===== src/rtl/core/length_xor_frame_deframer_defines.svh =====
// Assertion macros for the deframer RTL.
`ifndef LENGTH_XOR_FRAME_DEFRAMER_DEFINES_SVH
`define LENGTH_XOR_FRAME_DEFRAMER_DEFINES_SVH

// The condition must hold in the same cycle as the trigger.
`define LXD_ASSERT_NOW(label, clk, rst, trig, cond) \
   label: assert property (@(posedge clk) disable iff (rst) (trig) |-> (cond)) \
      else $error("deframer check failed in the same cycle");

// The condition must hold in the cycle after the trigger.
`define LXD_ASSERT_NEXT(label, clk, rst, trig, cond) \
   label: assert property (@(posedge clk) disable iff (rst) (trig) |=> (cond)) \
      else $error("deframer check failed one cycle later");

`endif


===== src/rtl/core/lxd_pkg.sv =====
`timescale 1ns / 1ps
`default_nettype none
package lxd_pkg;

   // Frame geometry.
   localparam int MAX_DATA_BYTES = 8;
   localparam int MIN_FRAME_LEN  = 4;
   localparam int MAX_FRAME_LEN  = MAX_DATA_BYTES + MIN_FRAME_LEN;
   localparam int LEN_W          = $clog2(MAX_FRAME_LEN + 1);
   localparam int BYTE_W         = 8;
   localparam int ID_W           = 16;
   localparam int DLEN_W         = 4;
   localparam int PAYLOAD_W      = 64;
   localparam int LANES          = PAYLOAD_W / BYTE_W;
   localparam int ID_LAST_POS    = 2;
   localparam int DATA_FIRST_POS = 3;

   typedef logic [LEN_W-1:0] len_type;

   typedef enum logic [1:0] {
      STATUS_GOOD = 2'd0,
      STATUS_CSUM = 2'd1,
      STATUS_LEN  = 2'd2
   } status_type;

   typedef struct packed {
      logic [BYTE_W-1:0] rx_byte;
      logic              burst_start;
   } req_type;

   typedef struct packed {
      logic    valid;
      req_type data;
   } req_beat_type;

   typedef struct packed {
      status_type           status;
      logic [ID_W-1:0]      can_id;
      logic [DLEN_W-1:0]    data_len;
      logic [PAYLOAD_W-1:0] payload;
   } rsp_type;

   typedef struct packed {
      logic    valid;
      rsp_type data;
   } rsp_beat_type;

endpackage
`default_nettype wire


===== src/rtl/core/lxd_in_reg.sv =====
`timescale 1ns / 1ps
`default_nettype none
module lxd_in_reg import lxd_pkg::*; (
   input  wire logic         clock,
   input  wire logic         reset,
   input  wire logic         req_valid,
   input  wire req_type      req_data,
   output logic              req_ready,
   input  wire logic         advance,
   output req_beat_type      beat
);

   logic    valid_ff;
   logic    valid_in;
   req_type data_ff;

   // The register takes a new item when empty or when its item moves on.
   assign req_ready = !valid_ff || advance;
   assign valid_in  = req_ready ? req_valid : valid_ff;

   always_ff @(posedge clock) begin
      if (reset) begin
         valid_ff <= 1'b0;
      end else begin
         valid_ff <= valid_in;
      end
   end

   always_ff @(posedge clock) begin
      if (req_ready && req_valid) begin
         data_ff <= req_data;
      end
   end

   assign beat.valid = valid_ff;
   assign beat.data  = data_ff;

endmodule
`default_nettype wire


===== config.mk =====
export PLATFORM = sky130hd
export DESIGN_NAME = lxd_in_reg
export DESIGN_NICKNAME = d
export VERILOG_FILES = /design/src/rtl/core/length_xor_frame_deframer_defines.svh /design/src/rtl/core/lxd_pkg.sv /design/src/rtl/core/lxd_in_reg.sv
export SDC_FILE = /design/constraint.sdc
export NUM_CORES = 1
export LEC_CHECK = 0
export BUFFER_PORTS_ARGS = -buffer_cell sky130_fd_sc_hd__buf_2
export CAP_MARGIN = 20
export CORE_AREA = 2 2 39 41
export DETAILED_ROUTE_END_ITERATION = 8
export DIE_AREA = 0 0 41 43
export PLACE_DENSITY = 0.61
export RECOVER_POWER = 100
export SLEW_MARGIN = 0
export SYNTH_ARGS = -nofsm -noshare
export SYNTH_HDL_FRONTEND = slang
export SYNTH_SLANG_ARGS = --single-unit
export TNS_END_PERCENT = 50

===== constraint.sdc =====
create_clock -name clock -period 0.8 [get_ports clock]
set_input_delay 0.16 -clock clock [delete_from_list [all_inputs] [get_ports clock]]
set_output_delay 0.16 -clock clock [all_outputs]
set_load 0.05 [all_outputs]

==> flow_summary.ini <==
[finish]
drive_gt1_frac = 0.714
antennaDiodeCount = 0
finalNetCount = 56
final_util = 0.404
syn2layout_area_growth_pct = 68.0

[global_routing]
grt_overflow_total = 0
grt_max_degree = 10
grt_pass1_wl_um = 986
antenna_found_initial = 0
groute.usage.overall = 0.0890
grt_pass1_vias = 244

[yosys]
syn_nets = 28
synth-seq-area-share = 0.872
ys_warn_count = 0
netlist_area_um2 = 333
syn_avg_cell_area_um2 = 22.2
ys_ff_latch = 10
yosysUniqueCellTypes = 7
synthCells = 15

[worst_hold_path]
hold_depth = 2
min_from = reset
holdCritPathClass = in2reg

[timing]
finalClockSkew_ps = 2.14
max_slew_margin = 0.901
worst_slew_pin_slew_ps = 149
setup_viol = 20
grt_setup_unrepaired = yes
worst_slack_ps = -203
fin_crit_ps = 1000
finalMaxSlewViolations = 0
max_freq_mhz = 997
period_share = 1.25
tns_ps = -2860
hold_viol_final = 0

[floorplan]
initial_core_util = 0.241
io_pins = 24
dieArea_um2 = 1760
rows = 14
core_area_um2 = 1380
chipWidth_um = 41
fp.dieH_um = 43

[critical_path]
cp_max_fo = 3
crit_type = reg2out
rr_startpoint = valid_ff
startpoint = valid_ff
crit_arrival_ps = 840
worst-r2r-cell-count = 2
cp_data_required_time_ps = 640
critPathCaptureType = output pin
start_kind = register

[place]
dpl_worst_slack_ps = -95.1
port-buffer-count = 23
routabilityCongestion = 0.571

[pwr]
vdd_drop_max_v = 0.000940
p_per_area_nw_per_um2 = 2140
power.leakage_nw = 0.247

[clock_network]
clkTransAtPathRegs_ps = 60
cts_tree = built
cts_setup_buffers = 0
cts_max_path_buffers = 2
insertion_delay_ps = 250
cts_buffers = 3
htreeDepth = 1
cts.hold.buffers_added = 0
cts.sinks = 10
ctsRootBufferMaster = clkbuf_4

[status]
outcome = finished, violations left
violations = negative setup slack

[detailed_routing]
drtAntennaViolNets = 0
first_iter_violations = 1
routed_wl_um = 650
drc = 0
firstDrtPassIters = 2
dr_total_vias = 229
wl_per_cell_um = 11.2
vias_per_cell = 3.95

[job]
drv_cap = 0
where the power goes:
| group | total, W | internal [W] | switching, W |
|---|---|---|---|
| clock | 0.000341 | 0.000179 | 0.000161 |
| combinational | 0.000237 | 0.0000897 | 0.000148 |
| sequential | 0.000620 | 0.000606 | 0.0000148 |
| total | 0.00120 | 0.000875 | 0.000324 |
critical path, stage by stage, from the launching register on:
cell,delay [ps]
dfxtp_1,370
nand2b_4,70
buf_6,150
area by class of cell:
class	count	area, µm²
multi-input cells	3	31.3
flip-flops and latches	10	290
clock buffers	3	22.5
inverters	1	3.75
repair buffers	24	188
clock inverters	1	3.75
fillers	136	825
well taps	16	20.0
cells in the mapped netlist, drive strengths merged:
library cell | count | share of area
a21oi | 1 | 0.026
and2 | 1 | 0.026
edfxtp | 9 | 0.81
dfxtp | 1 | 0.060
buf | 1 | 0.023
nand2b | 1 | 0.041
inv | 1 | 0.011
kinds of logic (layout without fill, tap and decap cells):
kind of cell,after synthesis,after routing,share of synthesized area
flip-flops,10,10,0.872
AND/OR/NAND/NOR,2,2,0.0677
buffers and inverters,2,29,0.0338
AO/OA/AOI/OAI,1,1,0.0263
layer usage:
metal,track usage,part of all wire,up-vias
met1,0.110,0.42,99
met4,0.0600,0,0
li1,-,-,108
met5,0,0,-
met2,0.134,0.44,22
met3,0.0157,0.13,0
registers in the layout (all words and copies together) (netlist names):
register,count
beat,9
valid_ff,1
cell usage in the layout, fill, tap and decap left out:
master / Yosys / layout
inv_1: 1 / 1
clkinv_1: 0 / 1
dfxtp_1: 1 / 1
nand2b_4: 1 / 1
and2_4: 1 / 1
buf_4: 1 / 2
buf_6: 0 / 10
a21oi_2: 1 / 1
buf_2: 0 / 12
clkbuf_4: 0 / 3
edfxtp_1: 9 / 9
per-stage QoR:
stage	area (µm²)	hold WS, ps	total power, W	instances
global placement	469	314	0.000827	54
detailed placement	469	316	0.000830	54
global route	559	43.4	0.00127	58
CTS	557	44.9	0.00122	58
floorplan	334	215	0.000768	15
finish	559	57.9	0.00120	58
final timing paths:
kind / to / slack [ps]
worst max-delay path: req_ready / -200
worst min-delay path: valid_ff / 60
worst max register to register: beat[5] / -110
worst min register to register: valid_ff / 590
timing repair:
| item | 4_1_cts | 5_1_grt |
|---|---|---|
| pin swaps | 0 | 0 |
| resized for setup | 20 | 1 |
| setup endpoints to repair | 20 | 20 |
No activity file was read; power rests on OpenSTA's default activity.
