$ cat config.mk
export PLATFORM = sky130hd
export DESIGN_NAME = lxd_rsp_reg
export DESIGN_NICKNAME = d
export VERILOG_FILES = /design/src/rtl/core/length_xor_frame_deframer_defines.svh /design/src/rtl/core/lxd_pkg.sv /design/src/rtl/core/lxd_rsp_reg.sv
export SDC_FILE = /design/constraint.sdc
export NUM_CORES = 1
export LEC_CHECK = 0
export BUFFER_PORTS_ARGS = -buffer_cell sky130_fd_sc_hd__buf_2
export CORE_AREA = 2 2 84 86
export CTS_BUF_LIST = sky130_fd_sc_hd__clkbuf_16
export CTS_CLUSTER_DIAMETER = 120
export DETAILED_ROUTE_END_ITERATION = 10
export DIE_AREA = 0 0 86 88
export PLACE_DENSITY = 0.77
export SETUP_SLACK_MARGIN = 0.1
export SYNTH_ARGS = -nofsm -noshare
export SYNTH_HDL_FRONTEND = slang
export SYNTH_SLANG_ARGS = --single-unit
$ cat constraint.sdc
create_clock -name clock -period 1.6 [get_ports clock]
set_input_delay 0.24 -clock clock [delete_from_list [all_inputs] [get_ports clock]]
set_output_delay 0.24 -clock clock [all_outputs]
set_load 0.05 [all_outputs]
$ cat src/rtl/core/length_xor_frame_deframer_defines.svh
// Assertion macros for the deframer RTL.
`ifndef LENGTH_XOR_FRAME_DEFRAMER_DEFINES_SVH
`define LENGTH_XOR_FRAME_DEFRAMER_DEFINES_SVH

// The condition must hold in the same cycle as the trigger.
`define LXD_ASSERT_NOW(label, clk, rst, trig, cond) \
   label: assert property (@(posedge clk) disable iff (rst) (trig) |-> (cond)) \
      else $error("deframer check failed in the same cycle");

// The condition must hold in the cycle after the trigger.
`define LXD_ASSERT_NEXT(label, clk, rst, trig, cond) \
   label: assert property (@(posedge clk) disable iff (rst) (trig) |=> (cond)) \
      else $error("deframer check failed one cycle later");

`endif

$ cat src/rtl/core/lxd_pkg.sv
`timescale 1ns / 1ps
`default_nettype none
package lxd_pkg;

   // Frame geometry.
   localparam int MAX_DATA_BYTES = 8;
   localparam int MIN_FRAME_LEN  = 4;
   localparam int MAX_FRAME_LEN  = MAX_DATA_BYTES + MIN_FRAME_LEN;
   localparam int LEN_W          = $clog2(MAX_FRAME_LEN + 1);
   localparam int BYTE_W         = 8;
   localparam int ID_W           = 16;
   localparam int DLEN_W         = 4;
   localparam int PAYLOAD_W      = 64;
   localparam int LANES          = PAYLOAD_W / BYTE_W;
   localparam int ID_LAST_POS    = 2;
   localparam int DATA_FIRST_POS = 3;

   typedef logic [LEN_W-1:0] len_type;

   typedef enum logic [1:0] {
      STATUS_GOOD = 2'd0,
      STATUS_CSUM = 2'd1,
      STATUS_LEN  = 2'd2
   } status_type;

   typedef struct packed {
      logic [BYTE_W-1:0] rx_byte;
      logic              burst_start;
   } req_type;

   typedef struct packed {
      logic    valid;
      req_type data;
   } req_beat_type;

   typedef struct packed {
      status_type           status;
      logic [ID_W-1:0]      can_id;
      logic [DLEN_W-1:0]    data_len;
      logic [PAYLOAD_W-1:0] payload;
   } rsp_type;

   typedef struct packed {
      logic    valid;
      rsp_type data;
   } rsp_beat_type;

endpackage
`default_nettype wire

$ cat src/rtl/core/lxd_rsp_reg.sv
`timescale 1ns / 1ps
`default_nettype none
module lxd_rsp_reg import lxd_pkg::*; (
   input  wire logic         clock,
   input  wire logic         reset,
   input  wire rsp_beat_type result,
   output logic              advance,
   output logic              rsp_valid,
   output rsp_type           rsp_data,
   input  wire logic         rsp_ready
);

   logic    valid_ff;
   logic    valid_in;
   rsp_type data_ff;

   // The engine may move on whenever this register is free or being drained.
   assign advance  = !valid_ff || rsp_ready;
   assign valid_in = advance ? result.valid : valid_ff;

   always_ff @(posedge clock) begin
      if (reset) begin
         valid_ff <= 1'b0;
      end else begin
         valid_ff <= valid_in;
      end
   end

   always_ff @(posedge clock) begin
      if (advance && result.valid) begin
         data_ff <= result.data;
      end
   end

   assign rsp_valid = valid_ff;
   assign rsp_data  = data_ff;

endmodule
`default_nettype wire

==> results.py <==
metrics = {
    "run_status": {
        "status": "completed",
    },
    "die": {
        "dieArea_sq_mm": 0.00757,
        "core_area_sq_mm": 0.00664,
        "die_x_microns": 86,
        "ioPinCount": 178,
        "start_util": 0.397,
        "rows": 30,
        "die_y_microns": 88,
    },
    "grt": {
        "grtUsageTotal": 0.150,
        "grt_pass1_wl_microns": 8000,
        "grtUsageMet1": 0.131,
        "top_usage_layer": "met2",
        "grt_max_degree": 42,
        "use_met3": 0.0811,
        "grt_antenna_before_repair": 1,
        "met2_usage": 0.275,
        "grt_pass1_vias": 1655,
        "grt-ovfl-total": 0,
    },
    "clock_network": {
        "clock_path_buffers": 2,
        "tritoncts": "done",
        "path_clk_slew_ns": 0.06,
        "cts_resized": 0,
        "h-tree-depth": 3,
        "cts_made_buffers": 9,
        "cts_setup_buffers": 0,
        "hold_buffers": 0,
        "clockRootBuffer": "clkbuf_16",
        "cts.sink_count": 87,
        "worstSkewPairLatency_ns": 0.32,
    },
    "timing": {
        "fin_crit_sh": 0.775,
        "tns_ns": 0,
        "grt_setup_unrepaired": "no",
        "slew-limit-headroom": 0.817,
        "finalClockSkew_ns": 0.00351,
        "hold_viol_final": 0,
        "worst_pin_slew_ns": 0.277,
        "fmax_mhz": 806,
        "period_minus_slack_ns": 1.24,
        "slew_violations": 0,
        "worst_slack_ns": 0.360,
        "setup_viol": 0,
    },
    "setup_path": {
        "critPathArrivalTime_ns": 1.00,
        "worstPathRequired_ns": 1.36,
        "cpPeakStageDelay_ns": 0.35,
        "critPathSlowestCell": "dfxtp_4",
        "critical_path_class": "reg2out",
        "endpoint_kind": "output pin",
        "r2r_cells": 3,
        "crit_fanout": 3,
        "crit_chain": "nand2b_4 -> buf_2",
        "critPathLaunchType": "flop",
    },
    "drt": {
        "via_per_inst": 4.42,
        "drt_iter0_drc": 121,
        "drc_errors": 0,
        "wl_per_cell_microns": 15.8,
        "wl_microns": 5810,
        "drt-pass1-iter-count": 4,
        "ant_nets": 0,
        "via_count": 1622,
    },
    "finish": {
        "n_fill_cell": 521,
        "instances_no_fill": 367,
        "area.growth.synth_to_final_pct": 49.5,
        "nets": 371,
        "final_layout_size_suffix_gt1_frac": 0.689,
    },
    "yosys": {
        "synthCells": 91,
        "syn_area_sq_mm": 0.00264,
        "syn_nets": 181,
        "yosysUniqueCellTypes": 6,
        "yosys_warnings": 0,
        "synth.avg_cell_area_sq_um": 29.0,
        "ys_seq_elements": 87,
        "ys_seq_area_frac": 0.987,
    },
    "min_path": {
        "worstHoldPathType": "in2reg",
        "worstHoldPathCells": 2,
    },
    "power_and_ir_drop": {
        "cellLeakagePower_nw": 1.70,
        "p_total_mw": 5.33,
        "peakVddDrop_mv": 0.969,
        "p_per_area_mw_per_mm2": 1350,
    },
    "placed_design": {
        "port_buffers": 177,
        "dp_slack_ns": 0.345,
        "dp_hpwl_microns": 4400,
        "place_congestion": 0.712,
        "post-place-cells": 350,
    },
    "job": {
        "drv_cap": 0,
    },
}
[kinds of logic after synthesis]
family          after synthesis  synth area share
buf+inv                       1           0.00142
simple gates                  2           0.00854
flops                        87             0.987
compound gates                1           0.00332
[synth_stat cells]
| master | count | area share |
|---|---|---|
| inv_1 | 1 | 0.0014 |
| and2_4 | 1 | 0.0033 |
| nand2b_4 | 1 | 0.0052 |
| dfxtp_1 | 1 | 0.0076 |
| edfxtp_1 | 86 | 0.98 |
| a21oi_2 | 1 | 0.0033 |
[flip-flops by register name, summed over array words and instances, names as in the netlist]
| signal | cells |
|---|---|
| rsp_data | 86 |
| rsp_valid | 1 |
[layout make-up]
cell class / instances / area (sq um) / area share
Clock inverter: 7 / 47.5 / 0.0121
Sequential cell: 87 / 2610 / 0.661
Clock buffer: 9 / 225 / 0.0571
Multi-Input combinational cell: 3 / 31.3 / 0.00793
Tap cell: 80 / 100 / 0.0254
Timing Repair Buffer: 179 / 926 / 0.235
Antenna cell: 1 / 2.50 / 0.000635
Inverter: 1 / 3.75 / 0.000952
[placed cells by master (no fill, tap or decap), drive strengths merged]
master    count
buf         179
edfxtp       86
clkbuf        9
inv           4
clkinvlp      3
diode         1
nand2b        1
a21oi         1
and2          1
clkinv        1
dfxtp         1
[per-stage QoR]
stage / hold WS, ns / util / cell area, sq um
6_report: 0.0658 / 0.593 / 3940
3_5_place_dp: 0.401 / 0.552 / 3670
4_1_cts: 0.0557 / 0.593 / 3940
3_3_place_gp: 0.400 / 0.552 / 3670
5_1_grt: 0.0667 / 0.593 / 3940
2_1_floorplan: 0.293 / - / 2640
[routing by layer]
metal	share of wire	vias up
met5	0	-
met4	0.023	0
met3	0.12	11
met2	0.56	99
met1	0.30	764
li1	-	748
[worst paths after layout]
| check | from | end | slack, ns |
|---|---|---|---|
| worst max-delay path | rsp_valid$_SDFFE_PP0P_ | advance | 0.36 |
| worst max register to register | rsp_valid$_SDFFE_PP0P_ | rsp_data[12]$_DFFE_PP_ | 0.39 |
| worst min-delay path | reset | rsp_valid$_SDFFE_PP0P_ | 0.07 |
| worst min register to register | rsp_valid$_SDFFE_PP0P_ | rsp_valid$_SDFFE_PP0P_ | 0.50 |
[where the power goes]
group / internal, mW / switching (mW) / total (mW) / leakage [nW]
sequential: 2.66 / 0.0298 / 2.69 / 0.841
combinational: 0.176 / 0.588 / 0.765 / 0.733
clock: 1.05 / 0.822 / 1.87 / 0.127
total: 3.89 / 1.44 / 5.33 / 1.70
[worst max-delay path, delay by kind of cell (launching register included)]
kind | cells | cell delay [ns]
AND/OR/NAND/NOR | 1 | 0.07
buffers and inverters | 1 | 0.26
flip-flops | 1 | 0.35
(Power assumes the default switching activity.)
