`src/rtl/core/length_xor_frame_deframer_defines.svh`:
```
// Assertion macros for the deframer RTL.
`ifndef LENGTH_XOR_FRAME_DEFRAMER_DEFINES_SVH
`define LENGTH_XOR_FRAME_DEFRAMER_DEFINES_SVH

// The condition must hold in the same cycle as the trigger.
`define LXD_ASSERT_NOW(label, clk, rst, trig, cond) \
   label: assert property (@(posedge clk) disable iff (rst) (trig) |-> (cond)) \
      else $error("deframer check failed in the same cycle");

// The condition must hold in the cycle after the trigger.
`define LXD_ASSERT_NEXT(label, clk, rst, trig, cond) \
   label: assert property (@(posedge clk) disable iff (rst) (trig) |=> (cond)) \
      else $error("deframer check failed one cycle later");

`endif

```
`src/rtl/core/lxd_pkg.sv`:
```
`timescale 1ns / 1ps
`default_nettype none
package lxd_pkg;

   // Frame geometry.
   localparam int MAX_DATA_BYTES = 8;
   localparam int MIN_FRAME_LEN  = 4;
   localparam int MAX_FRAME_LEN  = MAX_DATA_BYTES + MIN_FRAME_LEN;
   localparam int LEN_W          = $clog2(MAX_FRAME_LEN + 1);
   localparam int BYTE_W         = 8;
   localparam int ID_W           = 16;
   localparam int DLEN_W         = 4;
   localparam int PAYLOAD_W      = 64;
   localparam int LANES          = PAYLOAD_W / BYTE_W;
   localparam int ID_LAST_POS    = 2;
   localparam int DATA_FIRST_POS = 3;

   typedef logic [LEN_W-1:0] len_type;

   typedef enum logic [1:0] {
      STATUS_GOOD = 2'd0,
      STATUS_CSUM = 2'd1,
      STATUS_LEN  = 2'd2
   } status_type;

   typedef struct packed {
      logic [BYTE_W-1:0] rx_byte;
      logic              burst_start;
   } req_type;

   typedef struct packed {
      logic    valid;
      req_type data;
   } req_beat_type;

   typedef struct packed {
      status_type           status;
      logic [ID_W-1:0]      can_id;
      logic [DLEN_W-1:0]    data_len;
      logic [PAYLOAD_W-1:0] payload;
   } rsp_type;

   typedef struct packed {
      logic    valid;
      rsp_type data;
   } rsp_beat_type;

endpackage
`default_nettype wire

```
`src/rtl/core/lxd_frame_engine.sv`:
```
`timescale 1ns / 1ps
`default_nettype none
module lxd_frame_engine import lxd_pkg::*; (
   input  wire logic         clock,
   input  wire logic         reset,
   input  wire req_beat_type beat,
   input  wire logic         advance,
   output rsp_beat_type      result
);

   len_type              pos_ff;
   len_type              pos_in;
   len_type              len_ff;
   len_type              len_in;
   logic [BYTE_W-1:0]    xor_ff;
   logic [BYTE_W-1:0]    xor_in;
   logic [ID_W-1:0]      id_ff;
   logic [ID_W-1:0]      id_in;
   logic [PAYLOAD_W-1:0] data_ff;
   logic [PAYLOAD_W-1:0] data_in;

   logic              fire;
   logic [BYTE_W-1:0] rx;
   len_type           pos_eff;
   logic              len_bad;
   logic              last_byte;
   len_type           dlen_full;

   assign fire = beat.valid && advance;
   assign rx   = beat.data.rx_byte;

   // A burst start drops the partial frame and looks for a length byte.
   assign pos_eff = beat.data.burst_start ? '0 : pos_ff;

   assign len_bad = (rx < BYTE_W'(MIN_FRAME_LEN)) || (rx > BYTE_W'(MAX_FRAME_LEN));
   assign last_byte = ({1'b0, pos_ff} + (LEN_W + 1)'(1)) >= {1'b0, len_ff};
   assign dlen_full = len_ff - LEN_W'(MIN_FRAME_LEN);

   // Next frame state and the result of the current byte.
   always_comb begin
      pos_in  = pos_ff;
      len_in  = len_ff;
      xor_in  = xor_ff;
      id_in   = id_ff;
      data_in = data_ff;

      result.valid         = 1'b0;
      result.data.status   = (xor_ff == rx) ? STATUS_GOOD : STATUS_CSUM;
      result.data.can_id   = id_ff;
      result.data.data_len = DLEN_W'(dlen_full);
      result.data.payload  = data_ff;

      if (fire) begin
         priority if (pos_eff == '0) begin
            pos_in = '0;
            if (rx == '0) begin
               // Padding byte: skipped.
               pos_in = '0;
            end else if (len_bad) begin
               result.valid         = 1'b1;
               result.data.status   = STATUS_LEN;
               result.data.can_id   = '0;
               result.data.data_len = '0;
               result.data.payload  = '0;
            end else begin
               len_in  = LEN_W'(rx);
               xor_in  = rx;
               id_in   = '0;
               data_in = '0;
               pos_in  = LEN_W'(1);
            end
         end else if (last_byte) begin
            // Checksum byte closes the frame.
            result.valid = 1'b1;
            pos_in       = '0;
         end else begin
            xor_in = xor_ff ^ rx;
            pos_in = pos_ff + LEN_W'(1);
            if (pos_ff <= LEN_W'(ID_LAST_POS)) begin
               id_in = {id_ff[ID_W-BYTE_W-1:0], rx};
            end
            for (int k = 0; k < LANES; k++) begin
               if (8'(pos_ff) == 8'(DATA_FIRST_POS + k)) begin
                  data_in[k*BYTE_W +: BYTE_W] = rx;
               end
            end
         end
      end
   end

   always_ff @(posedge clock) begin
      if (reset) begin
         pos_ff <= '0;
      end else begin
         pos_ff <= pos_in;
      end
   end

   always_ff @(posedge clock) begin
      len_ff  <= len_in;
      xor_ff  <= xor_in;
      id_ff   <= id_in;
      data_ff <= data_in;
   end

endmodule
`default_nettype wire

```
`config.mk`:
```
export PLATFORM = sky130hd
export DESIGN_NAME = lxd_frame_engine
export DESIGN_NICKNAME = d
export VERILOG_FILES = /design/src/rtl/core/length_xor_frame_deframer_defines.svh /design/src/rtl/core/lxd_pkg.sv /design/src/rtl/core/lxd_frame_engine.sv
export SDC_FILE = /design/constraint.sdc
export NUM_CORES = 1
export LEC_CHECK = 0
export ABC_AREA = 1
export BUFFER_PORTS_ARGS = -buffer_cell sky130_fd_sc_hd__buf_2
export CAP_MARGIN = 10
export CORE_MARGIN = 2
export CORE_UTILIZATION = 49
export DETAILED_ROUTE_END_ITERATION = 6
export HOLD_SLACK_MARGIN = 0.06
export PLACE_DENSITY = 0.74
export SYNTH_ARGS = -nofsm -noshare
export SYNTH_HDL_FRONTEND = slang
export SYNTH_SLANG_ARGS = --single-unit
```
`constraint.sdc`:
```
create_clock -name clock -period 5.1 [get_ports clock]
set_clock_uncertainty 0.1 [all_clocks]
set_input_delay 0.51 -clock clock [delete_from_list [all_inputs] [get_ports clock]]
set_output_delay 0.51 -clock clock [all_outputs]
set_load 0.03 [all_outputs]
```
==> results of run 1 <==
[final cells by class]
class | count | area, µm²
Clock buffer | 9 | 123.9
Multi-Input combinational cell | 208 | 977.2
Clock inverter | 7 | 53.80
Tap cell | 108 | 135.1
Fill cell | 755 | 3595
Timing Repair Buffer | 101 | 510.5
Inverter | 106 | 397.9
Sequential cell | 96 | 2843
[final timing paths]
| path | startpoint | end | slack [ns] |
|---|---|---|---|
| min reg2reg | id_ff[5] | id_ff[13] | 0.48 |
| max reg2reg | pos_ff[0] | data_ff[20] | 2.12 |
| max | pos_ff[3] | result[50] | 1.19 |
| min | beat[2] | len_ff[1] | 0.29 |
[cell usage after synthesis]
cell,instances,area share
sky130_fd_sc_hd__nor2_1,123,0.11
sky130_fd_sc_hd__inv_1,105,0.091
sky130_fd_sc_hd__edfxtp_1,92,0.64
sky130_fd_sc_hd__nand2_1,25,0.022
sky130_fd_sc_hd__a21oi_1,15,0.017
sky130_fd_sc_hd__ha_1,8,0.023
sky130_fd_sc_hd__nand3_1,8,0.0093
sky130_fd_sc_hd__o21ai_0,8,0.0093
sky130_fd_sc_hd__buf_6,6,0.016
sky130_fd_sc_hd__xnor2_1,5,0.010
sky130_fd_sc_hd__xor2_1,5,0.010
sky130_fd_sc_hd__buf_2,4,0.0046
sky130_fd_sc_hd__clkbuf_1,4,0.0035
sky130_fd_sc_hd__dfxtp_1,4,0.019
sky130_fd_sc_hd__a31oi_1,3,0.0043
sky130_fd_sc_hd__nand2_2,2,0.0029
sky130_fd_sc_hd__nor3_1,2,0.0023
sky130_fd_sc_hd__a31o_2,1,0.0020
sky130_fd_sc_hd__inv_2,1,0.00087
sky130_fd_sc_hd__nand3_2,1,0.0023
sky130_fd_sc_hd__nor2_4,1,0.0026
sky130_fd_sc_hd__o21a_1,1,0.0017
[worst register-to-register path, stage by stage (launching register included)]
cell                      delay, ns
sky130_fd_sc_hd__dfxtp_1       0.45
sky130_fd_sc_hd__inv_1         0.15
sky130_fd_sc_hd__nand3_2       0.10
sky130_fd_sc_hd__nand2_2       0.42
sky130_fd_sc_hd__nor2_1        0.45
sky130_fd_sc_hd__nand2_1       0.10
sky130_fd_sc_hd__nand2_1       0.10
sky130_fd_sc_hd__nand2_2       0.14
sky130_fd_sc_hd__nor2_1        0.59
[cells in the final DEF (no fill, tap or decap)]
master,synthesis,layout
sky130_fd_sc_hd__nor2_1,123,123
sky130_fd_sc_hd__inv_1,105,105
sky130_fd_sc_hd__buf_2,4,99
sky130_fd_sc_hd__edfxtp_1,92,92
sky130_fd_sc_hd__nand2_1,25,25
sky130_fd_sc_hd__a21oi_1,15,15
sky130_fd_sc_hd__clkbuf_8,0,9
sky130_fd_sc_hd__nand3_1,8,8
sky130_fd_sc_hd__o21ai_0,8,8
sky130_fd_sc_hd__ha_1,8,8
sky130_fd_sc_hd__xor2_1,5,5
sky130_fd_sc_hd__xnor2_1,5,5
sky130_fd_sc_hd__dfxtp_1,4,4
sky130_fd_sc_hd__a31oi_1,3,3
sky130_fd_sc_hd__nand2_2,2,2
sky130_fd_sc_hd__nor3_1,2,2
sky130_fd_sc_hd__inv_6,0,2
sky130_fd_sc_hd__buf_4,0,2
sky130_fd_sc_hd__nor2_4,1,1
sky130_fd_sc_hd__nand3_2,1,1
sky130_fd_sc_hd__inv_2,1,1
sky130_fd_sc_hd__a31o_2,1,1
sky130_fd_sc_hd__o21a_1,1,1
sky130_fd_sc_hd__inv_8,0,1
sky130_fd_sc_hd__clkinv_2,0,1
sky130_fd_sc_hd__clkinv_4,0,1
sky130_fd_sc_hd__clkinv_1,0,1
sky130_fd_sc_hd__clkinvlp_4,0,1
[logic make-up (layout without fill, tap and decap cells)]
group	Yosys count	count (layout)	synth area share
AND/OR/NAND/NOR	162	162	0.1480
buffers and inverters	120	223	0.1158
flip-flops	96	96	0.6580
AO/OA/AOI/OAI	28	28	0.03475
XOR/XNOR	10	10	0.02027
adder cells (fa/ha/maj)	8	8	0.02317
[layer usage]
| layer | vias to the layer above | track usage | wire (µm) |
|---|---|---|---|
| met5 | - | 0 | 0 |
| met4 | 0 | 0.05128 | 96 |
| met3 | 8 | 0.03794 | 560 |
| met2 | 108 | 0.2887 | 3834 |
| met1 | 1336 | 0.2464 | 3832 |
| li1 | 1494 | - | - |
[registers in the layout, indices dropped and copies added, names as in the netlist]
name     count
len_ff       4
pos_ff       4
id_ff       16
data_ff     64
xor_ff       8
[stage by stage]
step	instances	utilization	hold WS [ns]	power, mW	instance area, µm²
floorplan	424	-	0.4315	1.112	4320
global placement	619	0.5632	0.4441	1.179	4863
detailed placement	619	0.5632	0.4567	1.184	4863
CTS	635	0.5837	0.2793	1.618	5041
global route	635	0.5837	0.2810	1.666	5041
finish	635	0.5837	0.2864	1.614	5041
[report_power, final]
| part | switching [mW] | internal, mW |
|---|---|---|
| sequential | 0.00915 | 0.893 |
| combinational | 0.198 | 0.0652 |
| clock | 0.266 | 0.182 |
| total | 0.473 | 1.14 |
==> impl_metrics.tcl, run 1 <==
set metrics [dict create \
    timing.critical_path.buf_inv 3 \
    tritoncts_clock_tree "built" \
    worst_r2r_path_depth 8 \
    number_of_synthesis_warnings 0 \
    cts-buffers-inserted 9 \
    core_region_area_um2 8636 \
    outcome "completed" \
    setup-violations-final 0 \
    track_usage 0.1785 \
    worstSetupStartpointType "flip-flop" \
    final_min_period_over_clock_period 0.7668 \
    syn_inst 424 \
    drcViolationCount 0 \
    die_y_um 97.90 \
    detailed_place_hpwl_mm 5.823 \
    path_depth 10 \
    avgSynthCellArea_um2 10.19 \
    maximum_number_of_pins_on_one_net_before_global_route_repair 48 \
    synth.net_count 445 \
    clock-root-buffer "sky130_fd_sc_hd__clkbuf_8" \
    powerDensity_nw_per_um2 320.1 \
    holdBufCountCts 0 \
    yosysSeqAreaShare 0.6580 \
    worstPathCellList "nor2_4 -> nand3_2 -> nand2_2 -> nand2_1 -> nor2_1 -> nand2_1 -> inv_2 -> buf_4 -> nor2_1 -> buf_2" \
    max_clk_rate_mhz 255.7 \
    antenna_violations_before_repair 0 \
    count_of_instances_resized_after_the_clock_tree_is_built 0 \
    initialDrtViolationCount 131 \
    layout-area-overhead-vs-synth_pct 16.68 \
    critical_path_peak_fanout 47 \
    fin_tns_setup_ns 0 \
    detailedRoute.firstPassIterationCount 5 \
    worst_setup_slack_post_dpl_ns 1.606 \
    gp_congestion 0.8743 \
    final_hold_viol_count 0 \
    vias_per_cell 4.639 \
    syn_area_um2 4320 \
    grt_first_pass_wirelength_mm 13.36 \
    via_count_of_the_first_global_routing_pass 2794 \
    holdCritPathClass "input pin to flip-flop" \
    worst_path_largest_cell_delay_ns 0.57 \
    slew_headroom 0.3982 \
    leakagePower_nw 2.449 \
    initial_utilization 0.5003 \
    ys_seq_elements 96 \
    layout.nets 543 \
    cp-end-kind "primary output" \
    post_cts.repair.setup_buffers 0 \
    maximum_clock_insertion_buffer_count 2 \
    cp_data_arrival_time_ns 3.30 \
    detail_route.wl_per_cell_um 13.11 \
    synth.lib_cells_used.distinct 22 \
    worstMarginPinSlew_ns 0.8994 \
    worst-setup-path-type "flip-flop to primary output" \
    setup_repair_after_global_routing_missed_its_margin "false" \
    route.final.wire_length_mm 8.323 \
    post-route-min-period_ns 3.911 \
    die_footprint_um2 9584 \
    detail-route-antenna-nets 0 \
    maxCapViolations 0 \
    clkSlewWorstSetupHoldPaths_ns 0.09 \
    critical_path_required_ns 4.49 \
    h-tree-depth 3 \
    worst_slack_ns 1.189 \
    post_route_cells_drive_above_1_share 0.2315 \
    rows 34 \
    clock_sink_count 96 \
    insertion_delay_ns 0.36 \
    slowest_stage "sky130_fd_sc_hd__nand2_2" \
    crit_family "simple AND/OR/NAND/NOR gates" \
    chipWidth_um 97.90 \
    grt_remaining_overflow 0 \
    hold_depth 1 \
    num_io_pins 100 \
    timing_max_transition_violations_final 0 \
    vdd_drop_max_mv 0.1586 \
    portBuffers 99 \
    via_count 2946 \
    n_antenna_cell 0 \
]
Power figures use the tool's default switching activity.
==> inputs of run 2 (changes only) <==
clock period = 4 ns   (was 5.1 ns; I/O delays follow)
==> impl_metrics.tcl, run 2 (synthesis results as in run 1) <==
set metrics [dict create \
    outcome "completed" \
    largest_register_ff_count 64 \
    holdBufCountCts 0 \
    critical_path_required_ns 3.50 \
    count_of_instances_resized_after_the_clock_tree_is_built 0 \
    hold-worst-slack_ns 0.1754 \
    cp-end-kind "primary output" \
    detail_route.wl_per_cell_um 13.60 \
    leakagePower_nw 2.469 \
    leading_registers_by_flop_count "data_ff x64, id_ff x16, xor_ff x8" \
    post_route_cells_drive_above_1_share 0.2330 \
    routedLengthMet1_mm 3.881 \
    tritoncts_clock_tree "built" \
    route.final.wire_length_mm 8.647 \
    worst_slack_ns 0.8159 \
    die_footprint_um2 9584 \
    detailed_place_hpwl_mm 5.934 \
    layout.nets 544 \
    clkSlewWorstSetupHoldPaths_ns 0.09 \
    clock_sink_count 96 \
    max_clk_rate_mhz 314.1 \
    holdCritPathClass "input pin to flip-flop" \
    post_cts.repair.setup_buffers 0 \
    worstMarginPinSlew_ns 0.8946 \
    top_signal_layer_used "met4" \
    rows 34 \
    mostFrequentLayoutCells "sky130_fd_sc_hd__nor2_1, sky130_fd_sc_hd__inv_1, sky130_fd_sc_hd__buf_2" \
    vias_per_cell 4.708 \
    initialDrtViolationCount 179 \
    via_count 2994 \
    vdd_drop_max_mv 0.1751 \
    layout-area-overhead-vs-synth_pct 17.58 \
    detailedRoute.firstPassIterationCount 4 \
    grt_first_pass_wirelength_mm 13.81 \
    h-tree-depth 3 \
    slew_headroom 0.4014 \
    fill_cells 739 \
    cp_data_arrival_time_ns 2.68 \
    n_antenna_cell 0 \
    total_power_mw 2.115 \
    timing_max_transition_violations_final 0 \
    grt_remaining_overflow 0 \
    gp_congestion 0.8143 \
    num_io_pins 100 \
    antenna_violations_before_repair 0 \
    cts-buffers-inserted 9 \
    worst_setup_slack_post_dpl_ns 1.133 \
    place_inst 620 \
    powerDensity_nw_per_um2 416.3 \
    via_count_of_the_first_global_routing_pass 2837 \
    maximum_number_of_pins_on_one_net_before_global_route_repair 47 \
    die_y_um 97.90 \
    final_hold_viol_count 0 \
    fin_cells 636 \
    fin_tns_setup_ns 0 \
    chipWidth_um 97.90 \
    post-route-min-period_ns 3.184 \
    maximum_clock_insertion_buffer_count 2 \
    final_min_period_over_clock_period 0.7960 \
    initial_utilization 0.5003 \
    worst-setup-path-type "flip-flop to primary output" \
    largest-register "data_ff" \
    dr_wl_met3_um 633 \
    worstSetupStartpointType "flip-flop" \
    critical_path_peak_fanout 46 \
    maxCapViolations 0 \
    layout.cells.most_common "sky130_fd_sc_hd__nor2_1" \
    track_usage 0.1868 \
    met2RoutedLength_mm 3.972 \
    setup_repair_after_global_routing_missed_its_margin "false" \
    drcViolationCount 0 \
    portBuffers 99 \
    core_region_area_um2 8636 \
    detail-route-antenna-nets 0 \
    clock-root-buffer "sky130_fd_sc_hd__clkbuf_8" \
    setup-violations-final 0 \
    insertion_delay_ns 0.35 \
]
-- run 2: path summary, 6_finish.rpt --
kind | startpoint | to | slack, ns | depth (start not counted)
worst max register to register | pos_ff[0] | data_ff[61] | 1.11 | 12
worst min register to register | id_ff[0] | id_ff[8] | 0.48 | 2
worst min-delay path | beat[2] | len_ff[1] | 0.18 | 1
worst max-delay path | pos_ff[3] | result[64] | 0.82 | 10
-- run 2: layout make-up --
| cell class | count | area [µm²] | share of cell area |
|---|---|---|---|
| tap | 108 | 135.1 | 0.02660 |
| clock buffer | 10 | 127.6 | 0.02512 |
| sequential | 96 | 2843 | 0.5596 |
| timing repair buffer | 102 | 530.5 | 0.1044 |
| inverter | 106 | 397.9 | 0.07833 |
| clock inverter | 6 | 68.82 | 0.01355 |
| multi-input combinational | 208 | 977.2 | 0.1924 |
-- run 2: routing by layer --
layer / track usage / vias up
li1: - / 1498
met1: 0.2572 / 1379
met2: 0.2982 / 104
met3: 0.03436 / 13
met4: 0.07051 / 0
met5: 0 / -
-- run 2: stage by stage --
step / area, µm² / utilization
floorplan: 4320 / -
global placement: 4883 / 0.5655
detailed placement: 4883 / 0.5655
CTS: 5080 / 0.5882
global route: 5080 / 0.5882
finish: 5080 / 0.5882
-- run 2: critical path, cell delays in order, from the launching register on --
cell and delay [ns]:
sky130_fd_sc_hd__dfxtp_1 0.42, sky130_fd_sc_hd__nor2_4 0.17, sky130_fd_sc_hd__nand3_2 0.07, sky130_fd_sc_hd__nand2_2 0.31
sky130_fd_sc_hd__nand2_1 0.12, sky130_fd_sc_hd__nor2_1 0.11, sky130_fd_sc_hd__nand2_1 0.09, sky130_fd_sc_hd__inv_2 0.48
sky130_fd_sc_hd__buf_12 0.29, sky130_fd_sc_hd__nor2_1 0.06, sky130_fd_sc_hd__buf_2 0.17
-- run 2: report_power, final --
part | switching [mW] | internal, mW | leakage [nW]
registers | 0.0128 | 1.14 | 0.825
logic | 0.251 | 0.0857 | 1.54
clock network | 0.333 | 0.294 | 0.102
total | 0.597 | 1.52 | 2.47
